## config.mk

```make
export PLATFORM = sky130hd
export DESIGN_NAME = lzwd_ctrl
export DESIGN_NICKNAME = d
export VERILOG_FILES = /design/src/sv/lzwd_pkg.sv /design/src/sv/lzwd_ctrl.sv
export SDC_FILE = /design/constraint.sdc
export NUM_CORES = 1
export LEC_CHECK = 0
export BUFFER_PORTS_ARGS = -buffer_cell sky130_fd_sc_hd__buf_2
export CORE_AREA = 2 2 39 41
export CTS_BUF_LIST = sky130_fd_sc_hd__clkbuf_4
export DETAILED_ROUTE_END_ITERATION = 6
export DIE_AREA = 0 0 41 43
export HOLD_SLACK_MARGIN = 0.12
export PLACE_DENSITY = 0.45
export SYNTH_ARGS = -nofsm -noshare
export SYNTH_HDL_FRONTEND = slang
export SYNTH_SLANG_ARGS = --single-unit
```

## constraint.sdc

```tcl
create_clock -name clock -period 1.45 [get_ports clock]
set_input_delay 0.29 -clock clock [delete_from_list [all_inputs] [get_ports clock]]
set_output_delay 0.29 -clock clock [all_outputs]
set_load 0.01 [all_outputs]
```

## src/sv/lzwd_pkg.sv

```systemverilog
`timescale 1ns / 1ps
// ----------------------------------------------------------------------------
// lzwd_pkg
// Shared types and constants for the LZ77 window decoder.
// ----------------------------------------------------------------------------
package lzwd_pkg;

   localparam int LIT_W = 8;
   localparam int OFF_W = 13;
   localparam int LEN_W = 7;

   localparam logic CMD_LITERAL = 1'b0;
   localparam logic CMD_MATCH   = 1'b1;

   typedef struct packed {
      logic             command;
      logic [LIT_W-1:0] literal_byte;
      logic [OFF_W-1:0] back_offset;
      logic [LEN_W-1:0] match_length;
   } lzwd_req_type;

   typedef struct packed {
      logic [LIT_W-1:0] data_byte;
      logic             last;
      logic             bad_offset;
   } lzwd_rsp_type;

   typedef struct packed {
      logic load_lit;
      logic load_bad;
      logic start_match;
      logic rd_issue;
      logic emit_copy;
   } lzwd_cmd_type;

   typedef struct packed {
      logic out_free;
      logic is_literal;
      logic offset_bad;
      logic len_zero;
      logic count_last;
   } lzwd_sts_type;

endpackage

```

## src/sv/lzwd_ctrl.sv

```systemverilog
`timescale 1ns / 1ps
// ----------------------------------------------------------------------------
// lzwd_ctrl
// Token sequencer: accepts tokens and steps a match one byte at a time.
// ----------------------------------------------------------------------------
module lzwd_ctrl (
   input  logic                   clock,
   input  logic                   reset,
   input  logic                   req_valid,
   output logic                   req_stall,
   input  lzwd_pkg::lzwd_sts_type sts,
   output lzwd_pkg::lzwd_cmd_type cmd
);
   import lzwd_pkg::*;

   typedef enum logic [2:0] {
      ST_IDLE = 3'b001,
      ST_READ = 3'b010,
      ST_EMIT = 3'b100
   } state_type;

   state_type state_ff, state_in;

   always_comb begin
      state_in  = state_ff;
      cmd       = '0;
      req_stall = 1'b1;

      unique case (state_ff)
         ST_IDLE: begin
            req_stall = !sts.out_free;
            if (req_valid && sts.out_free) begin
               priority if (sts.is_literal) begin
                  cmd.load_lit = 1'b1;
               end else if (sts.offset_bad) begin
                  cmd.load_bad = 1'b1;
               end else if (!sts.len_zero) begin
                  cmd.start_match = 1'b1;
                  state_in        = ST_READ;
               end else begin
                  state_in = ST_IDLE;
               end
            end
         end
         ST_READ: begin
            cmd.rd_issue = 1'b1;
            state_in     = ST_EMIT;
         end
         ST_EMIT: begin
            if (sts.out_free) begin
               cmd.emit_copy = 1'b1;
               state_in      = sts.count_last ? ST_IDLE : ST_READ;
            end
         end
         default: begin
            state_in = ST_IDLE;
         end
      endcase
   end

   always_ff @(posedge clock) begin
      if (reset) begin
         state_ff <= ST_IDLE;
      end else begin
         state_ff <= state_in;
      end
   end

endmodule

```

# Word-level counts from Yosys, hierarchy flattened
# Cells that the tools add are included.
# W data, S select, Z words.
totals:
  ff_bits: 3
  latch_bits: 0
  mem_bits_rw: 0
  rom_bits: 0
  input_bits: 8
  output_inout_bits: 6
  wordCells: 29
  memories: 0
op_classes:
  n_addsub: 0
  multipliers: 0
  div: 0
  magnitude_cmp: 0
  n_eq_ne: 7
  shift: 0
  n_mux: 18
  bitwise_logic: 0
  reduce_logical: 3
op_table:
  columns: ["cell", "n"]
  rows:
  - ["$mux W3", 6]
  - ["$pmux W3 S3", 1]
  - ["$mux W1", 8]
  - ["$ne A2 B2 Y1 const B", 4]
  - ["$mux W2", 3]
  - ["$reduce_and A4 Y1", 1]
  - ["$eq A3 B1 Y1 const B", 1]
  - ["$eq A3 B2 Y1 const B", 1]
  - ["$eq A3 B3 Y1 const B", 1]
  - ["$logic_and A1 B1 Y1", 1]
  - ["$logic_not A1 Y1", 1]

# Logic depth before layout (Yosys ltp)
logic_depth:
  depth_word: 5
  mapped_depth: 3
  ltp_nobuf: 3

# Least setup slack after synthesis
# Ideal clock, no wire load.
synth_path:
  path_kind: "flip-flop to output port"
  start: "register state_ff[0]"
  end: "output cmd[3] (netlist bit)"
  t_arrival_ps: 995
  t_required_ps: 1160
  slack_ps: 165
  path_stages_with_launch: 4
  n_path_buf: 0
  cell_sequence: "dfxtp_1 -> nor3b_4 -> nand3_2 -> nor3b_2"
synth_lines:
  columns: ["element", "line", "text"]
  rows:
  - ["start, declared", "lzwd_ctrl.sv:22", "state_type state_ff, state_in;"]
  - ["start signal, assigned", "lzwd_ctrl.sv:65", "state_ff <= state_in;"]
  - ["end, declared", "lzwd_ctrl.sv:12", "output lzwd_pkg::lzwd_cmd_type cmd"]

==> flow_summary.ini <==
[power_and_ir_drop]
power.density_mw_per_mm2 = 821.5
vdd_drop_max_v = 0.0002129
leakage_nw = 0.1568

[yosys]
ys_seq_elements = 3
syn_area_um2 = 215.2
avgSynthCellArea_um2 = 9.357
synth_top_area_share_pct = 27.91
synth_top_cell_by_area = dfxtp_1
ys.flop_type = dfxtp_1
ys_async_sr_fraction_pct = 0
synthDistinctLibCells = 18
synth_warnings = 0
ys_top_cells_by_count = 3 x dfxtp_1, 2 x nand2b_1, 2 x nor2_1, 2 x o21a_1
netlist_instances = 23
synthTopCellsByArea = dfxtp_1 28%, nor3b_4 8.7%, o21a_1 7.0%
synth_edf_count = 0
syn-num-nets = 31
ys_seq_area_share_pct = 27.91
yosysMostFrequentCell = dfxtp_1

[timing]
post-route-period-util_pct = 101.8
max_freq_mhz = 677.2
finalClockSkew_ps = 1.556
slew_headroom_pct = 84.34
setup_ws_ps = -26.74
whs_ps = 251.9
tightest_slew_ps = 231.6
period_needed_ps = 1477
final_max_slew_viol_count = 0
finalHoldViolCount = 0
setup_viol = 2
rsz0062_at_grt = yes

[global_route]
grt_max_degree = 8
gr-usage-all-layers_pct = 7.523
grt_overflow_total = 0
grt_pass1_wl_um = 828
grt_pass1_vias = 225
grt_antenna_before_repair = 0

[detailed_routing]
dr.pass1.iters = 1
drtAntennaViolNets = 0
viasPerCell = 4.207
wl_per_cell_um = 8.983
wirelength_um = 521
drt_iter0_drc = 0
drc = 0
vias = 244

[place]
port_buffers = 13
hpwl_um = 447
routabilityCongestion = 0.6979
place_area_um2 = 315.3

[clock_network]
ctsHtreeMaxLevel = 1
cts_tree = yes
cts.clk_slew.worst_paths_ps = 40
cts_max_path_buffers = 2
cts.sinks = 3
numCtsBuffers = 3
root_buffer = clkbuf_4
insertion_delay_ps = 230

[setup_path]
crit_arrival_ps = 1190
worstPathMaxFanout = 3
slowest_stage = dfxtp_2
cp_cell_sequence = nor3b_4, nand3_2, nor3b_2, buf_2
start_kind = flip-flop
slowest_delay_ps = 330
crit_required_ps = 1160
path_class = reg2out
end_kind = primary output

[die]
die_x_um = 41
fp-row-count = 14
fp.dieArea_mm2 = 0.001763
fp.coreArea_mm2 = 0.001384
io_pins = 14
start_util_pct = 15.55
fp.dieH_um = 43

[finish]
final_nets = 51
largestRegisters = state_ff x3
area_delta_synth_final_pct = 67.44
top_register = state_ff
fill_cells = 162
largest_reg_flops = 3
fin_area_um2 = 360.3
final_util_pct = 26.04
insertedDiodeCount = 0
drive_gt1_share_pct = 61.90

[run_status]
violations = setup timing
status = finished with violations

[run]
cap_violations = 0

[hold_path]
min_path_type = in2reg
path summary, 6_finish.rpt:
check,start,to,slack [ps],depth (start not counted)
max,state_ff[1],cmd[3],-30,4
max reg2reg,state_ff[1],state_ff[0],370,4
min,reset,state_ff[2],250,2
min reg2reg,state_ff[0],state_ff[2],550,2
per-layer routing:
layer / routed length (um) / global-route usage, % / up-vias
met5: 0 / 0 / -
met4: 0 / 8.000 / 0
met3: 43 / 1.571 / 0
met2: 279 / 12.19 / 10
met1: 198 / 6.731 / 110
li1: - / - / 124
worst max-delay path: cells and delay by family, from the launching register on:
kind / cells / cell delay (ps)
buf+inv: 1 / 140
flops: 1 / 330
simple gates: 3 / 490
layout by cell type, fill, tap and decap left out, drive strengths merged:
| master | count |
|---|---|
| nor3b | 3 |
| a211oi | 1 |
| nand2 | 1 |
| nor3 | 1 |
| inv | 1 |
| a21oi | 1 |
| clkbuf | 4 |
| o31ai | 1 |
| nand2b | 2 |
| nor4 | 1 |
| nor2b | 1 |
| nor2 | 2 |
| nand4bb | 1 |
| nor4b | 1 |
| dfxtp | 3 |
| nand3 | 1 |
| buf | 15 |
| o21a | 2 |
cells by family after synthesis:
kind of cell,Yosys count,synth area share [%]
and+or+nand+nor,14,54.07
AOI/OAI and AO/OA,5,16.28
DFF,3,27.91
buffers and inverters,1,1.743
final cells by class:
class / instances / area (um2) / share of cell area [%]
multi-input combinational: 19 / 158.9 / 44.10
timing repair buffer: 15 / 86.33 / 23.96
sequential: 3 / 61.31 / 17.01
clock buffer: 4 / 30.03 / 8.333
tap: 16 / 20.02 / 5.556
inverter: 1 / 3.754 / 1.042
power breakdown:
part           internal (mW)  leakage (nW)  total (mW)  switching, mW
clock                  0.122        0.0184       0.164         0.0426
sequential            0.0845        0.0248      0.0855        0.00104
combinational         0.0241         0.114      0.0462         0.0221
total                  0.230         0.157       0.296         0.0657
metrics by stage:
| step | setup slack (ps) | power (mW) | instances | setup TNS (ps) |
|---|---|---|---|---|
| 4_1_cts | -44.90 | 0.3042 | 58 | -86.13 |
| 3_5_place_dp | 174.7 | 0.1295 | 54 | 0 |
| 3_3_place_gp | 193.3 | 0.1298 | 54 | 0 |
| 6_report | -26.74 | 0.2960 | 58 | -47.50 |
| 5_1_grt | -121.6 | 0.3152 | 58 | -299.6 |
| 2_1_floorplan | 164.5 | 0.1049 | 23 | 0 |
repair_timing:
action	4_1_cts	5_1_grt
setup buffers	0	1
hold buffers	0	0
gates resized for setup	1	3
pin swaps	3	1
setup endpoints to repair	2	5
No activity file was read; power rests on OpenSTA's default activity.
